<file path="src/rtl/lmc_pkg.sv">
// lmc_pkg: types and constants shared by the light mode controller files
// depends on nothing; compile first
`timescale 1ns / 1ps

package lmc_pkg;

	// operating modes, cycled by a long center press
	typedef enum logic [1:0] {
		MODE_REST,
		MODE_DIRECT,
		MODE_TRACK,
		MODE_PROGRAM
	} mode_t;

	// program mode cursor positions
	typedef enum logic [1:0] {
		CUR_HOUR,
		CUR_MINUTE,
		CUR_SECOND,
		CUR_TARGET
	} cursor_t;

	// configuration register indexes
	localparam logic REG_DEADBAND   = 1'b0;
	localparam logic REG_ALARM_BAND = 1'b1;

	// button bit positions
	localparam int BTN_CENTER = 0;
	localparam int BTN_LONG   = 1;
	localparam int BTN_LEFT   = 2;
	localparam int BTN_RIGHT  = 3;
	localparam int BTN_UP     = 4;
	localparam int BTN_DOWN   = 5;

	// reset values
	localparam logic [15:0] DEADBAND_RESET   = 16'd160;
	localparam logic [15:0] ALARM_BAND_RESET = 16'd4000;
	localparam logic [11:0] TARGET_RESET     = 12'd1500;
	localparam logic [6:0]  DUTY_RESET       = 7'd50;

	// ranges and steps
	localparam logic [11:0] TARGET_MIN  = 12'd100;
	localparam logic [11:0] TARGET_MAX  = 12'd4000;
	localparam logic [11:0] TARGET_STEP = 12'd100;
	localparam logic [11:0] TARGET_SPAN = 12'd3900;
	localparam logic [6:0]  DUTY_MIN    = 7'd5;
	localparam logic [6:0]  DUTY_MAX    = 7'd95;
	localparam logic [6:0]  DUTY_SPAN   = 7'd90;
	localparam logic [11:0] POT_FULL    = 12'd4095;
	localparam logic [6:0]  ROUND_MUL   = 7'd78;
	localparam logic [5:0]  HOURS       = 6'd24;
	localparam logic [6:0]  MINUTES     = 7'd60;

	// breathing triangle: level = 65535*u/2500, u = 250+e rising, 4250-e falling
	localparam logic [11:0] BREATH_HALF = 12'd2000;
	localparam logic [11:0] BREATH_RISE = 12'd250;
	localparam logic [12:0] BREATH_FALL = 13'd4250;
	localparam logic [6:0]  BREATH_DIV  = 7'd125;
	localparam logic [16:0] FOLD_MUL    = 17'd9;

	// reciprocals: ceil(2^24/125) and ceil(2^36/625)
	localparam logic [17:0] RECIP_125 = 18'd134218;
	localparam logic [26:0] RECIP_625 = 27'd109951163;

	// one input transaction
	typedef struct packed {
		logic [31:0] now_ms;
		logic [5:0]  buttons;
		logic [20:0] lux;
		logic [11:0] pot_target;
		logic [11:0] pot_duty;
		logic [4:0]  clock_hour;
		logic [5:0]  clock_minute;
		logic [5:0]  clock_second;
	} in_t;

	// one result transaction
	typedef struct packed {
		logic [1:0]  mode;
		logic [6:0]  duty;
		logic [11:0] target_lux;
		logic        red_on;
		logic        blue_on;
		logic [15:0] green_level;
		logic        time_write;
		logic [4:0]  write_hour;
		logic [5:0]  write_minute;
		logic [5:0]  write_second;
		logic [1:0]  cursor;
		logic [11:0] edit_target;
	} out_t;

endpackage

</file>
<file path="src/rtl/lmc_in_if.sv">
// lmc_in_if: valid/ready channel carrying one tick transaction
// depends on lmc_pkg for the payload type
`timescale 1ns / 1ps

interface lmc_in_if;
	logic          valid;
	logic          ready;
	lmc_pkg::in_t  data;

	modport source (output valid, output data, input ready);
	modport sink (input valid, input data, output ready);
endinterface

</file>
<file path="src/rtl/lmc_out_if.sv">
// lmc_out_if: valid/ready channel carrying one result transaction
// depends on lmc_pkg for the payload type
`timescale 1ns / 1ps

interface lmc_out_if;
	logic          valid;
	logic          ready;
	lmc_pkg::out_t data;

	modport source (output valid, output data, input ready);
	modport sink (input valid, input data, output ready);
endinterface

</file>
<file path="src/rtl/light_mode_controller.sv">
// light_mode_controller: per-tick mode manager for an illuminance-regulated lamp
// a tick transaction is registered through stages 1 to 7 and then the output register before its result is valid
// throughput: one transaction per cycle while result.ready does not stall; mode state updates in stage 2, the
// breathing level then runs through the reciprocal-multiply pipeline of stages 3 to 7 and the output register
// reset: arst_n clears all valid bits and the mode state at once; no clearing pass
// depends on lmc_pkg, lmc_in_if, lmc_out_if
`timescale 1ns / 1ps

module light_mode_controller (
	input  logic        clk,
	input  logic        arst_n,
	input  logic        psel,
	input  logic        penable,
	input  logic        pwrite,
	input  logic [2:0]  paddr,
	input  logic [31:0] pwdata,
	output logic [31:0] prdata,
	output logic        pready,
	lmc_in_if.sink      tick,
	lmc_out_if.source   result
);
	import lmc_pkg::*;

	localparam int NSTAGE = 8;

	// floor(x/4095) for quotients below 4096
	function automatic logic [11:0] div_4095(input logic [23:0] x);
		logic [23:0] s;
		s = x + {12'd0, x[23:12]} + 24'd1;
		return s[23:12];
	endfunction

	function automatic logic [4:0] hour_inc(input logic [4:0] h);
		logic [5:0] s;
		s = {1'b0, h} + 6'd1;
		if (s >= HOURS) s = s - HOURS;
		return s[4:0];
	endfunction

	function automatic logic [4:0] hour_dec(input logic [4:0] h);
		logic [5:0] s;
		s = HOURS - 6'd1;
		return (h == 5'd0) ? s[4:0] : h - 5'd1;
	endfunction

	function automatic logic [5:0] min_inc(input logic [5:0] m);
		logic [6:0] s;
		s = {1'b0, m} + 7'd1;
		if (s >= MINUTES) s = s - MINUTES;
		return s[5:0];
	endfunction

	function automatic logic [5:0] min_dec(input logic [5:0] m);
		logic [6:0] s;
		s = MINUTES - 7'd1;
		return (m == 6'd0) ? s[5:0] : m - 6'd1;
	endfunction

	// |lux - 16*t| > band, without a signed subtract
	function automatic logic over_band(input logic [20:0] lx, input logic [11:0] t,
			input logic [15:0] band);
		logic [21:0] t16;
		t16 = {6'd0, t, 4'd0};
		return ({1'b0, lx} > t16 + {6'd0, band}) || (t16 > {1'b0, lx} + {6'd0, band});
	endfunction

	// configuration registers
	logic [15:0] deadband_q;
	logic [15:0] alarm_band_q;

	// mode state
	mode_t       mode_q;
	cursor_t     cursor_q;
	logic [11:0] target_q;
	logic [11:0] tround_q;
	logic [6:0]  duty_q;
	logic [31:0] origin_q;
	logic [4:0]  ehour_q;
	logic [5:0]  emin_q;
	logic [5:0]  esec_q;
	logic [11:0] etarget_q;

	// pipeline control
	logic [NSTAGE-1:0] vld_q;
	logic [NSTAGE-1:0] adv;
	logic              fire;

	// pipeline payload
	in_t         in_s1;
	in_t         in_s2;
	logic [11:0] map_target_s2;
	logic [6:0]  map_duty_s2;
	logic [5:0]  map_q_s2;
	out_t        res_s3, res_s4, res_s5, res_s6, res_s7;
	logic        rest_s3, rest_s4, rest_s5, rest_s6, rest_s7;
	logic [31:0] diff_s3;
	logic [16:0] fold_s4, fold_s5;
	logic [4:0]  low5_s4, low5_s5;
	logic [9:0]  quo_s5;
	logic [11:0] u_s6;
	logic [25:0] x2_s7;
	out_t        out_q;

	// apb port
	assign pready = 1'b1;

	always_ff @(posedge clk or negedge arst_n) begin
		if (!arst_n) begin
			deadband_q   <= DEADBAND_RESET;
			alarm_band_q <= ALARM_BAND_RESET;
		end else if (psel && penable && pwrite) begin
			unique case (paddr[2])
				REG_DEADBAND:   deadband_q   <= pwdata[15:0];
				REG_ALARM_BAND: alarm_band_q <= pwdata[15:0];
				default: ;
			endcase
		end
	end

	always_comb begin
		unique case (paddr[2])
			REG_DEADBAND:   prdata = {16'd0, deadband_q};
			REG_ALARM_BAND: prdata = {16'd0, alarm_band_q};
			default:        prdata = '0;
		endcase
	end

	// elastic pipeline: a stage moves when empty or when the next one moves
	always_comb begin
		adv[NSTAGE-1] = !vld_q[NSTAGE-1] || result.ready;
		for (int i = NSTAGE - 2; i >= 0; i--) begin
			adv[i] = !vld_q[i] || adv[i+1];
		end
	end

	assign tick.ready   = adv[0];
	assign result.valid = vld_q[NSTAGE-1];
	assign result.data  = out_q;
	assign fire         = vld_q[1] && adv[2];

	always_ff @(posedge clk or negedge arst_n) begin
		if (!arst_n) begin
			vld_q <= '0;
		end else begin
			if (adv[0]) vld_q[0] <= tick.valid;
			for (int i = 1; i < NSTAGE; i++) begin
				if (adv[i]) vld_q[i] <= vld_q[i-1];
			end
		end
	end

	// stage 1: input register
	always_ff @(posedge clk) begin
		if (adv[0]) in_s1 <= tick.data;
	end

	// potentiometer mapping by 4095, target rounding by 2*4095, all through div_4095
	logic [23:0] tprod, dprod, rprod;
	logic [11:0] tq, dq, rq;

	always_comb begin
		tprod = {12'd0, in_s1.pot_target} * {12'd0, TARGET_SPAN};
		dprod = {12'd0, in_s1.pot_duty} * {17'd0, DUTY_SPAN};
		rprod = {12'd0, in_s1.pot_target} * {17'd0, ROUND_MUL} + {12'd0, POT_FULL};
		tq    = div_4095(tprod);
		dq    = div_4095(dprod);
		rq    = div_4095({1'b0, rprod[23:1]});
	end

	// stage 2
	always_ff @(posedge clk) begin
		if (adv[1]) begin
			in_s2         <= in_s1;
			map_target_s2 <= TARGET_MIN + tq;
			map_duty_s2   <= DUTY_MIN + dq[6:0];
			map_q_s2      <= rq[5:0];
		end
	end

	// mode state next values
	mode_t       mode_n;
	cursor_t     cursor_n;
	logic [11:0] target_n, tround_n, etarget_n;
	logic [6:0]  duty_n;
	logic [31:0] origin_n, diff_n;
	logic [4:0]  ehour_n;
	logic [5:0]  emin_n, esec_n;
	logic        red_n, blue_n, wr_n, rest_n;
	logic        center, longp;
	logic [21:0] t16, lux_db, t16_db;
	logic [12:0] et_up;
	logic [11:0] map_round;

	always_comb begin
		center    = in_s2.buttons[BTN_CENTER];
		longp     = in_s2.buttons[BTN_LONG];
		mode_n    = mode_q;
		cursor_n  = cursor_q;
		target_n  = target_q;
		tround_n  = tround_q;
		duty_n    = duty_q;
		origin_n  = origin_q;
		ehour_n   = ehour_q;
		emin_n    = emin_q;
		esec_n    = esec_q;
		etarget_n = etarget_q;
		red_n     = 1'b0;
		blue_n    = 1'b0;
		wr_n      = 1'b0;
		rest_n    = 1'b0;
		diff_n    = '0;
		t16       = {6'd0, target_q, 4'd0};
		lux_db    = {1'b0, in_s2.lux} + {6'd0, deadband_q};
		t16_db    = t16 + {6'd0, deadband_q};
		map_round = ({6'd0, map_q_s2} + 12'd1) * TARGET_STEP;
		et_up     = '0;

		// long press steps the mode; entering program latches the edit fields
		if (center && longp) begin
			if (mode_q == MODE_TRACK) begin
				ehour_n   = in_s2.clock_hour;
				emin_n    = in_s2.clock_minute;
				esec_n    = in_s2.clock_second;
				etarget_n = tround_q;
				cursor_n  = CUR_TARGET;
			end
			mode_n = mode_t'(mode_q + 2'd1);
		end

		unique case (mode_n)
			MODE_REST: begin
				rest_n = 1'b1;
				if (origin_q == 32'd0) origin_n = in_s2.now_ms;
				diff_n = in_s2.now_ms - origin_n;
			end
			MODE_DIRECT: begin
				target_n = map_target_s2;
				tround_n = map_round;
				duty_n   = map_duty_s2;
				red_n    = over_band(in_s2.lux, map_target_s2, alarm_band_q);
			end
			MODE_TRACK: begin
				if (t16 > lux_db) begin
					if (duty_q < DUTY_MAX) duty_n = duty_q + 7'd1;
				end else if ({1'b0, in_s2.lux} > t16_db) begin
					if (duty_q > DUTY_MIN) duty_n = duty_q - 7'd1;
				end
				blue_n = over_band(in_s2.lux, target_q, alarm_band_q);
			end
			MODE_PROGRAM: begin
				// cursor moves, left first
				if (in_s2.buttons[BTN_LEFT] && cursor_n != CUR_HOUR)
					cursor_n = cursor_t'(cursor_n - 2'd1);
				if (in_s2.buttons[BTN_RIGHT] && cursor_n != CUR_TARGET)
					cursor_n = cursor_t'(cursor_n + 2'd1);
				// field edits, up first
				unique case (cursor_n)
					CUR_HOUR: begin
						if (in_s2.buttons[BTN_UP]) ehour_n = hour_inc(ehour_n);
						if (in_s2.buttons[BTN_DOWN]) ehour_n = hour_dec(ehour_n);
					end
					CUR_MINUTE: begin
						if (in_s2.buttons[BTN_UP]) emin_n = min_inc(emin_n);
						if (in_s2.buttons[BTN_DOWN]) emin_n = min_dec(emin_n);
					end
					CUR_SECOND: begin
						if (in_s2.buttons[BTN_UP]) esec_n = min_inc(esec_n);
						if (in_s2.buttons[BTN_DOWN]) esec_n = min_dec(esec_n);
					end
					CUR_TARGET: begin
						et_up = {1'b0, etarget_n} + {1'b0, TARGET_STEP};
						if (in_s2.buttons[BTN_UP])
							etarget_n = (et_up < {1'b0, TARGET_MAX}) ? et_up[11:0] : TARGET_MAX;
						if (in_s2.buttons[BTN_DOWN])
							etarget_n = (etarget_n > TARGET_MIN + TARGET_STEP) ?
								etarget_n - TARGET_STEP : TARGET_MIN;
					end
					default: ;
				endcase
				// short center press applies the edits
				if (center && !longp) begin
					target_n = etarget_n;
					tround_n = etarget_n;
					wr_n     = 1'b1;
				end
			end
			default: ;
		endcase
	end

	always_ff @(posedge clk or negedge arst_n) begin
		if (!arst_n) begin
			mode_q    <= MODE_REST;
			cursor_q  <= CUR_TARGET;
			target_q  <= TARGET_RESET;
			tround_q  <= TARGET_RESET;
			duty_q    <= DUTY_RESET;
			origin_q  <= '0;
			ehour_q   <= '0;
			emin_q    <= '0;
			esec_q    <= '0;
			etarget_q <= TARGET_RESET;
		end else if (fire) begin
			mode_q    <= mode_n;
			cursor_q  <= cursor_n;
			target_q  <= target_n;
			tround_q  <= tround_n;
			duty_q    <= duty_n;
			origin_q  <= origin_n;
			ehour_q   <= ehour_n;
			emin_q    <= emin_n;
			esec_q    <= esec_n;
			etarget_q <= etarget_n;
		end
	end

	// stage 3: result fields except the green level
	always_ff @(posedge clk) begin
		if (adv[2]) begin
			res_s3.mode         <= mode_n;
			res_s3.duty         <= duty_n;
			res_s3.target_lux   <= target_n;
			res_s3.red_on       <= red_n;
			res_s3.blue_on      <= blue_n;
			res_s3.green_level  <= '0;
			res_s3.time_write   <= wr_n;
			res_s3.write_hour   <= wr_n ? ehour_n : 5'd0;
			res_s3.write_minute <= wr_n ? emin_n : 6'd0;
			res_s3.write_second <= wr_n ? esec_n : 6'd0;
			res_s3.cursor       <= cursor_n;
			res_s3.edit_target  <= etarget_n;
			rest_s3             <= rest_n;
			diff_s3             <= diff_n;
		end
	end

	// stage 4: fold (diff >> 5) modulo 125 using 2^14 = 9 mod 125
	logic [26:0] dp;
	logic [16:0] fold;

	always_comb begin
		dp   = diff_s3[31:5];
		fold = {4'd0, dp[26:14]} * FOLD_MUL + {3'd0, dp[13:0]};
	end

	always_ff @(posedge clk) begin
		if (adv[3]) begin
			res_s4  <= res_s3;
			rest_s4 <= rest_s3;
			fold_s4 <= fold;
			low5_s4 <= diff_s3[4:0];
		end
	end

	// stage 5: quotient by 125 through the reciprocal
	logic [34:0] qprod;

	assign qprod = {18'd0, fold_s4} * {17'd0, RECIP_125};

	always_ff @(posedge clk) begin
		if (adv[4]) begin
			res_s5  <= res_s4;
			rest_s5 <= rest_s4;
			fold_s5 <= fold_s4;
			quo_s5  <= qprod[33:24];
			low5_s5 <= low5_s4;
		end
	end

	// stage 6: phase within the 4 s period and triangle slope term
	logic [16:0] rem;
	logic [11:0] phase;
	logic [12:0] fall;
	logic [11:0] u_n;

	always_comb begin
		rem   = fold_s5 - {7'd0, quo_s5} * {10'd0, BREATH_DIV};
		phase = {rem[6:0], low5_s5};
		fall  = BREATH_FALL - {1'b0, phase};
		u_n   = (phase < BREATH_HALF) ? phase + BREATH_RISE : fall[11:0];
	end

	always_ff @(posedge clk) begin
		if (adv[5]) begin
			res_s6  <= res_s5;
			rest_s6 <= rest_s5;
			u_s6    <= u_n;
		end
	end

	// stage 7: 65535*u, pre-divided by 4
	logic [27:0] uprod;

	assign uprod = {u_s6, 16'd0} - {16'd0, u_s6};

	always_ff @(posedge clk) begin
		if (adv[6]) begin
			res_s7  <= res_s6;
			rest_s7 <= rest_s6;
			x2_s7   <= uprod[27:2];
		end
	end

	// output register: divide by 625 through the reciprocal
	logic [52:0] gprod;
	out_t        out_n;

	assign gprod = {27'd0, x2_s7} * {26'd0, RECIP_625};

	always_comb begin
		out_n             = res_s7;
		out_n.green_level = rest_s7 ? gprod[51:36] : 16'd0;
	end

	always_ff @(posedge clk) begin
		if (adv[7]) out_q <= out_n;
	end

endmodule
</file>
<file path="src/flat_wrapper.sv">
// flat-port wrapper written by rule: the top's interface ports become plain ports
module light_mode_controller_flat import lmc_pkg::*;
  (clk, arst_n, psel, penable, pwrite, paddr, pwdata, prdata, pready, tick_valid, tick_data, tick_ready, result_valid, result_data, result_ready);
  lmc_in_if tick_i ();
  lmc_out_if result_i ();
  input  logic clk;
  input  logic arst_n;
  input  logic psel;
  input  logic penable;
  input  logic pwrite;
  input  logic [2:0] paddr;
  input  logic [31:0] pwdata;
  output logic [31:0] prdata;
  output logic pready;
  input wire logic [$bits(tick_i.valid)-1:0] tick_valid;
  input wire logic [$bits(tick_i.data)-1:0] tick_data;
  output wire logic [$bits(tick_i.ready)-1:0] tick_ready;
  output wire logic [$bits(result_i.valid)-1:0] result_valid;
  output wire logic [$bits(result_i.data)-1:0] result_data;
  input wire logic [$bits(result_i.ready)-1:0] result_ready;
  assign tick_i.valid = tick_valid;
  assign tick_i.data = tick_data;
  assign tick_ready = tick_i.ready;
  assign result_valid = result_i.valid;
  assign result_data = result_i.data;
  assign result_i.ready = result_ready;
  light_mode_controller u_core (.clk(clk), .arst_n(arst_n), .psel(psel), .penable(penable), .pwrite(pwrite), .paddr(paddr), .pwdata(pwdata), .prdata(prdata), .pready(pready), .tick(tick_i), .result(result_i));
endmodule
</file>
<file path="config.mk">
export PLATFORM = sky130hd
export DESIGN_NAME = light_mode_controller_flat
export DESIGN_NICKNAME = d
export VERILOG_FILES = /design/src/rtl/lmc_pkg.sv /design/src/rtl/lmc_in_if.sv /design/src/rtl/lmc_out_if.sv /design/src/rtl/light_mode_controller.sv /design/src/flat_wrapper.sv
export SDC_FILE = /design/constraint.sdc
export NUM_CORES = 2
export LEC_CHECK = 0
export BUFFER_PORTS_ARGS = -buffer_cell sky130_fd_sc_hd__buf_2
export CAP_MARGIN = 20
export CORE_ASPECT_RATIO = 0.6
export CORE_MARGIN = 2
export CORE_UTILIZATION = 60
export DETAILED_ROUTE_END_ITERATION = 8
export PLACE_DENSITY = 0.78
export RECOVER_POWER = 50
export REMOVE_ABC_BUFFERS = 1
export SYNTH_ARGS = -nofsm -noshare
export SYNTH_HDL_FRONTEND = slang
export SYNTH_SLANG_ARGS = --single-unit
</file>
<file path="constraint.sdc">
create_clock -name clk -period 8.8 [get_ports clk]
set_input_delay 0.44 -clock clk [delete_from_list [all_inputs] [get_ports clk]]
set_output_delay 0.44 -clock clk [all_outputs]
set_load 0.05 [all_outputs]
</file>
## Word level (Yosys, flattened, before mapping)

Cells that the tools add are included.

| word-level totals | value |
|---|---|
| flip-flop bits (word level) | 802 |
| latch bits | 0 |
| RAM bits | 0 |
| memory bits (read-only) | 0 |
| input port bits | 142 |
| output and inout bits | 106 |
| logic and storage cells | 288 |
| memories | 0 |

| operators by class | value |
|---|---|
| add/sub/neg operators | 37 |
| $mul | 8 |
| divide/modulo/power cells | 0 |
| magnitude comparators | 14 |
| equal/unequal tests | 9 |
| shift-type cells | 0 |
| multiplexer cells | 64 |
| bitwise gates (word level) | 1 |
| reductions and logical operators | 38 |

Operator list:

| kind | count |
|---|---|
| two-way mux 12 bit | 13 |
| two-way mux 6 bit | 20 |
| greater-than comparator 16 x 22 -> 1 bit | 3 |
| greater-than comparator 21 x 22 -> 1 bit | 3 |
| two-way mux 32 bit | 2 |
| one-hot mux 32 bit (2 select lines) | 1 |
| multiplier 26 x 27 -> 52 bit, second input constant | 1 |
| adder 16 x 16 -> 17 bit | 3 |
| two-way mux 5 bit | 10 |
| one-hot mux 12 bit (2 select lines) | 2 |
| adder 21 x 16 -> 22 bit | 2 |
| multiplier 12 x 6 -> 18 bit, second input constant | 2 |
| multiplier 17 x 17 -> 33 bit, second input constant | 1 |
| logical NOT 32 bit | 1 |
| subtractor 32 bit | 1 |
| two-way mux 7 bit | 4 |
| subtractor 28 x 12 -> 28 bit | 1 |
| adder 24 x 1 -> 24 bit, second input constant | 1 |
| adder 24 x 12 -> 24 bit | 1 |
| multiplier 12 x 10 -> 22 bit, second input constant | 1 |
| adder 6 x 1 -> 7 bit, second input constant | 3 |
| adder 19 x 12 -> 20 bit, second input constant | 1 |
| adder 19 x 1 -> 19 bit, second input constant | 1 |
| adder 19 x 7 -> 19 bit | 1 |
| other kinds (46) | 92 |

## Depth between registers and ports, before layout

| logic depth | value |
|---|---|
| depth in word-level cells | 20 |
| mapped depth | 34 |
| depth with buffers taken out | 32 |

## Worst setup path after synthesis

OpenSTA, ideal clock, no wires.

| timing path | value |
|---|---|
| path type | register to register |
| from | reg u_core.in_s1[29] (netlist bit) |
| to | reg u_core.map_target_s2[10] (data pin) |
| setup time | 157 ps |
| data arrival time | 7,589 ps |
| required time | 8,643 ps |
| setup slack | 1,054 ps |
| stages on the path, launching flop included | 33 |
| buffers on the path | 2 |
| clock period less this slack | 7,746 ps |
| cell sequence | edfxtp_1 -> fa_1 -> inv_1 -> fa_1 -> inv_1 -> fa_1 -> fa_1 -> inv_1 -> fa_1 -> inv_1 -> ha_1 -> a21o_1 -> a21oi_1 -> inv_1 -> a21o_1 -> a21o_1 -> a21oi_1 -> xnor2_1 -> clkbuf_1 -> ha_1 -> and4_1 -> a311oi_1 -> maj3_1 -> o21ai_0 -> a32o_1 -> and2_1 -> nand2_1 -> xnor2_1 -> ha_1 -> buf_1 -> nor3_1 -> a311o_1 -> nor3_1 |

| on the way | value |
|---|---|
| longest elaborated chain between the ends | 4 |

RTL lines:

| item | RTL line | text |
|---|---|---|
| from (decl) | light_mode_controller.sv:89 | `in_t in_s1;` |
| from (signal assigned) | light_mode_controller.sv:154 | `if (adv[0]) in_s1 <= tick.data;` |
| multiplier 12 x 10 -> 22 bit | light_mode_controller.sv:162 | `tprod = {12'd0, in_s1.pot_target} * {12'd0, TARGET_SPAN};` |
| adder 24 x 12 -> 24 bit | light_mode_controller.sv:29 | `s = x + {12'd0, x[23:12]} + 24'd1;` |
| adder 24 x 1 -> 24 bit | light_mode_controller.sv:29 |  |
| adder 7 x 12 -> 12 bit | light_mode_controller.sv:174 | `map_target_s2 <= TARGET_MIN + tq;` |
| to (signal assigned) | light_mode_controller.sv:174 |  |
| to (decl) | light_mode_controller.sv:91 | `logic [11:0] map_target_s2;` |

Every way passes these cells.
A chain may end at the register's enable or synchronous reset.

## Final worst setup path

| timing path | value |
|---|---|
| from | reg u_core.x2_s7[6] |
| to | reg u_core.out_q, in the netlist u_core.result.data[47] (data pin) |

| on the way | value |
|---|---|
| longest elaborated chain between the ends | 1 |

RTL lines:

| item | RTL line | text |
|---|---|---|
| from (decl) | light_mode_controller.sv:101 | `logic [25:0] x2_s7;` |
| from (signal assigned) | light_mode_controller.sv:400 | `x2_s7 <= uprod[27:2];` |
| multiplier 26 x 27 -> 52 bit | light_mode_controller.sv:408 | `assign gprod = {27'd0, x2_s7} * {26'd0, RECIP_625};` |
| to (signal assigned) | light_mode_controller.sv:416 | `if (adv[7]) out_q <= out_n;` |
| to (decl) | light_mode_controller.sv:102 | `out_t out_q;` |

Every way passes these cells.

==> reports/metrics.yaml <==
final_layout:
  drive_gt1_share_pct: 7.93
  syn_to_final_growth_pct: 10.5
  nFillCells: 7496
  fin_nets: 7039
sta:
  tightestPinTransition_ns: 5.53
  grt_setup_unrepaired: "false"
  setup_ws_ns: 0.519
  fin_crit_sh_pct: 94.1
  worst_slew_margin_rel_pct: -269
  timing.final.crit_period_ns: 8.28
  finClkSkew_ns: 0.0620
  drv_slew: 320
  finalSetupTns_ns: 0
  max_freq_ghz: 0.121
  setup_viol: 0
  finalHoldViolCount: 0
clocking:
  cts_buffers: 78
  clockBufferDepth: 3
  cts_setup_buffers: 0
  htreeDepth: 3
  clkTransAtPathRegs_ns: 0.07
  cts-root-buf: "clkbuf_16"
  clk_latency_ns: 0.71
  cts_tree: "built"
  cts.sinks: 799
detailed_routing:
  drtIter0Drc: 3831
  dr.pass1.iters: 6
  ant_nets: 0
  drcViolationCount: 0
  route.final.wire_length_um: 148000
  vias: 41173
  wl_per_cell_um: 20.9
  via_per_inst: 5.83
die:
  pin_count: 248
  initial_core_util_pct: 60.4
  core_area_um2: 100000
  rows: 90
  dieHeight_um: 250
  dieArea_um2: 104000
  die_x_um: 414
setup_path:
  crit_slowest_cell: "fa_1"
  critical_path.max_fanout: 7
  cp-end-kind: "flop"
  path_class: "reg -> reg"
  crit_path_start_kind: "flop"
  cpLargestDelayFamily: "adder cells"
  crit_path_max_incr_delay_ns: 0.64
  cp_num_buf_inv: 6
  r2r_cells: 25
  cp.arrival_ns: 8.83
  required_ns: 9.34
  path_depth: 25
flow_run:
  max-cap-violations: 5
placement:
  io_buffers: 212
  dp_hpwl_um: 114000
  dpl_worst_slack_ns: 0.583
  globalplace.congestion: 0.999
grt:
  grt_overflow_total: 0
  grt_pass1_wl_um: 231000
  grt_pass1_vias: 40598
  antenna_found_initial: 4
  grt_max_degree: 89
  track_usage_pct: 28.9
min_path:
  min_path_type: "in -> reg"
  hold_path_depth: 2
synth:
  synth_warnings: 0
  synth-main-ff-cell: "edfxtp_1"
  synth.distinct_cells: 96
  synth.cell_area_um2: 60500
  seq_area_frac_synth_pct: 38.6
  synthCells: 5311
  synth_seq_cells: 799
  async_reset_ff_share_pct: 17.0
  synth_enable_flop_cells: 663
  syn-mean-instance-area_um2: 11.4
status:
  status: "finished, violations left"
  violations: "capacitance limit, slew limit"
-- synth_stat cells (22+ instances only) --
library cell | n | area, µm²
inv_1 | 830 | 3120
ha_1 | 798 | 9980
edfxtp_1 | 663 | 19900
fa_1 | 441 | 8830
a21oi_1 | 313 | 1570
nor2_1 | 255 | 957
nand2_1 | 240 | 901
o21ai_0 | 182 | 911
xnor2_1 | 158 | 1380
dfrtp_1 | 102 | 2550
a21o_1 | 97 | 728
clkbuf_1 | 79 | 297
nand3_1 | 78 | 390
xor2_1 | 77 | 674
mux2_2 | 71 | 800
nor3_1 | 64 | 320
mux2i_1 | 52 | 521
o21a_1 | 51 | 383
nor2b_1 | 50 | 313
nand2b_1 | 43 | 269
and2_1 | 41 | 257
a31oi_1 | 38 | 238
o21bai_1 | 37 | 278
and3_1 | 35 | 219
dfstp_2 | 34 | 893
nand4_1 | 33 | 206
a211oi_1 | 29 | 218
o211ai_1 | 28 | 210
nor4_1 | 27 | 169
o31ai_1 | 23 | 173
or3_1 | 22 | 138
-- timing repair --
| action | 4_1_cts | 5_1_grt |
|---|---|---|
| hold buffers | 115 | 0 |
| hold endpoints to repair | 188 | 0 |
| gates resized for setup | 0 | 1 |
| setup endpoints to repair | 0 | 1 |
-- kinds of logic after synthesis --
family	Yosys count	synth area share, %
other	2	0.0124
buffers and inverters	939	6.01
muxes	129	2.34
and+or+nand+nor	983	8.08
AOI/OAI and AO/OA	983	10.5
DFF	799	38.6
adders and majority gates	1241	31.1
xor gates and xnor gates	235	3.40
-- metal layers --
| layer | up-vias | GRT usage, % | share of wire, % |
|---|---|---|---|
| met2 | 1616 | 40.1 | 40 |
| met1 | 20123 | 44.5 | 47 |
| met3 | 184 | 8.84 | 11 |
| met5 | - | 0 | 0.0068 |
| li1 | 19248 | - | - |
| met4 | 2 | 5.84 | 1.9 |
-- state kept, by name (all words and copies together), names as in the netlist, 8 cells and up --
signal	flops
u_core.map_target_s2	12
u_core.vld_q	8
u_core.in_s2	75
u_core.res_s3	55
u_core.origin_q	32
u_core.tround_q	12
u_core.diff_s3	32
u_core.x2_s7	26
u_core.res_s4	55
u_core.alarm_band_q	16
u_core.out_n	55
u_core.deadband_q	16
u_core.fold_s4	17
u_core.result.data	71
u_core.res_s5	55
u_core.u_s6	12
u_core.in_s1	100
u_core.target_q	12
u_core.res_s6	55
u_core.etarget_q	12
-- cells in the final DEF, fill, tap and decap left out, drive strengths merged, types with 43 or more instances in the layout --
master | Yosys | layout
inv | 830 | 836
ha | 798 | 798
edfxtp | 663 | 663
fa | 441 | 441
a21oi | 314 | 314
nor2 | 255 | 255
nand2 | 241 | 241
o21ai | 193 | 193
clkbuf | 79 | 189
xnor2 | 158 | 158
buf | 29 | 149
dlygate4sd3 | 0 | 115
dfrtp | 102 | 102
a21o | 97 | 97
nand3 | 82 | 82
xor2 | 77 | 77
mux2 | 74 | 74
nor3 | 66 | 66
mux2i | 55 | 55
o21a | 51 | 51
nor2b | 50 | 50
nand2b | 43 | 43
-- cell type report --
class,instances,area [µm²],area share [%]
antenna,3,7.51,0.0112
clock buffer,94,2080,3.11
clock inverter,50,636,0.951
inverter,831,3130,4.67
multi-input combinational,3589,33700,50.3
sequential,799,23400,34.9
tap,1334,1670,2.50
timing repair buffer,359,2330,3.49
-- final timing paths --
| check | start | endpoint | slack, ns |
|---|---|---|---|
| worst max-delay path | u_core.x2_s7[6] | u_core.result.data[47] | 0.52 |
| worst min-delay path | pwdata[0] | u_core.deadband_q[0] | 0.03 |
| worst max register to register | u_core.x2_s7[6] | u_core.result.data[47] | 0.52 |
| worst min register to register | u_core.in_s1[59] | u_core.in_s2[59] | 0.38 |
| max in group asynchronous | arst_n | u_core.vld_q[3] | 1.76 |
| min in group asynchronous | arst_n | u_core.emin_q[2] | 2.33 |
-- metrics by stage --
| step | util (%) | hold slack (ns) | cells | area (µm²) |
|---|---|---|---|---|
| final | 66.7 | 0.0332 | 7059 | 66900 |
| after global routing | 66.7 | 0.0128 | 7058 | 66900 |
| after CTS | 66.8 | 0.000111 | 7052 | 67000 |
| after detailed placement | 62.9 | 0.405 | 6793 | 63100 |
| after global placement | 62.9 | 0.401 | 6793 | 63100 |
| after floorplan | - | 0.144 | 5219 | 60100 |
Power is left out: the tool's default activity adds up to more than one toggle a clock period on the data nets, which glitch-free logic cannot reach.
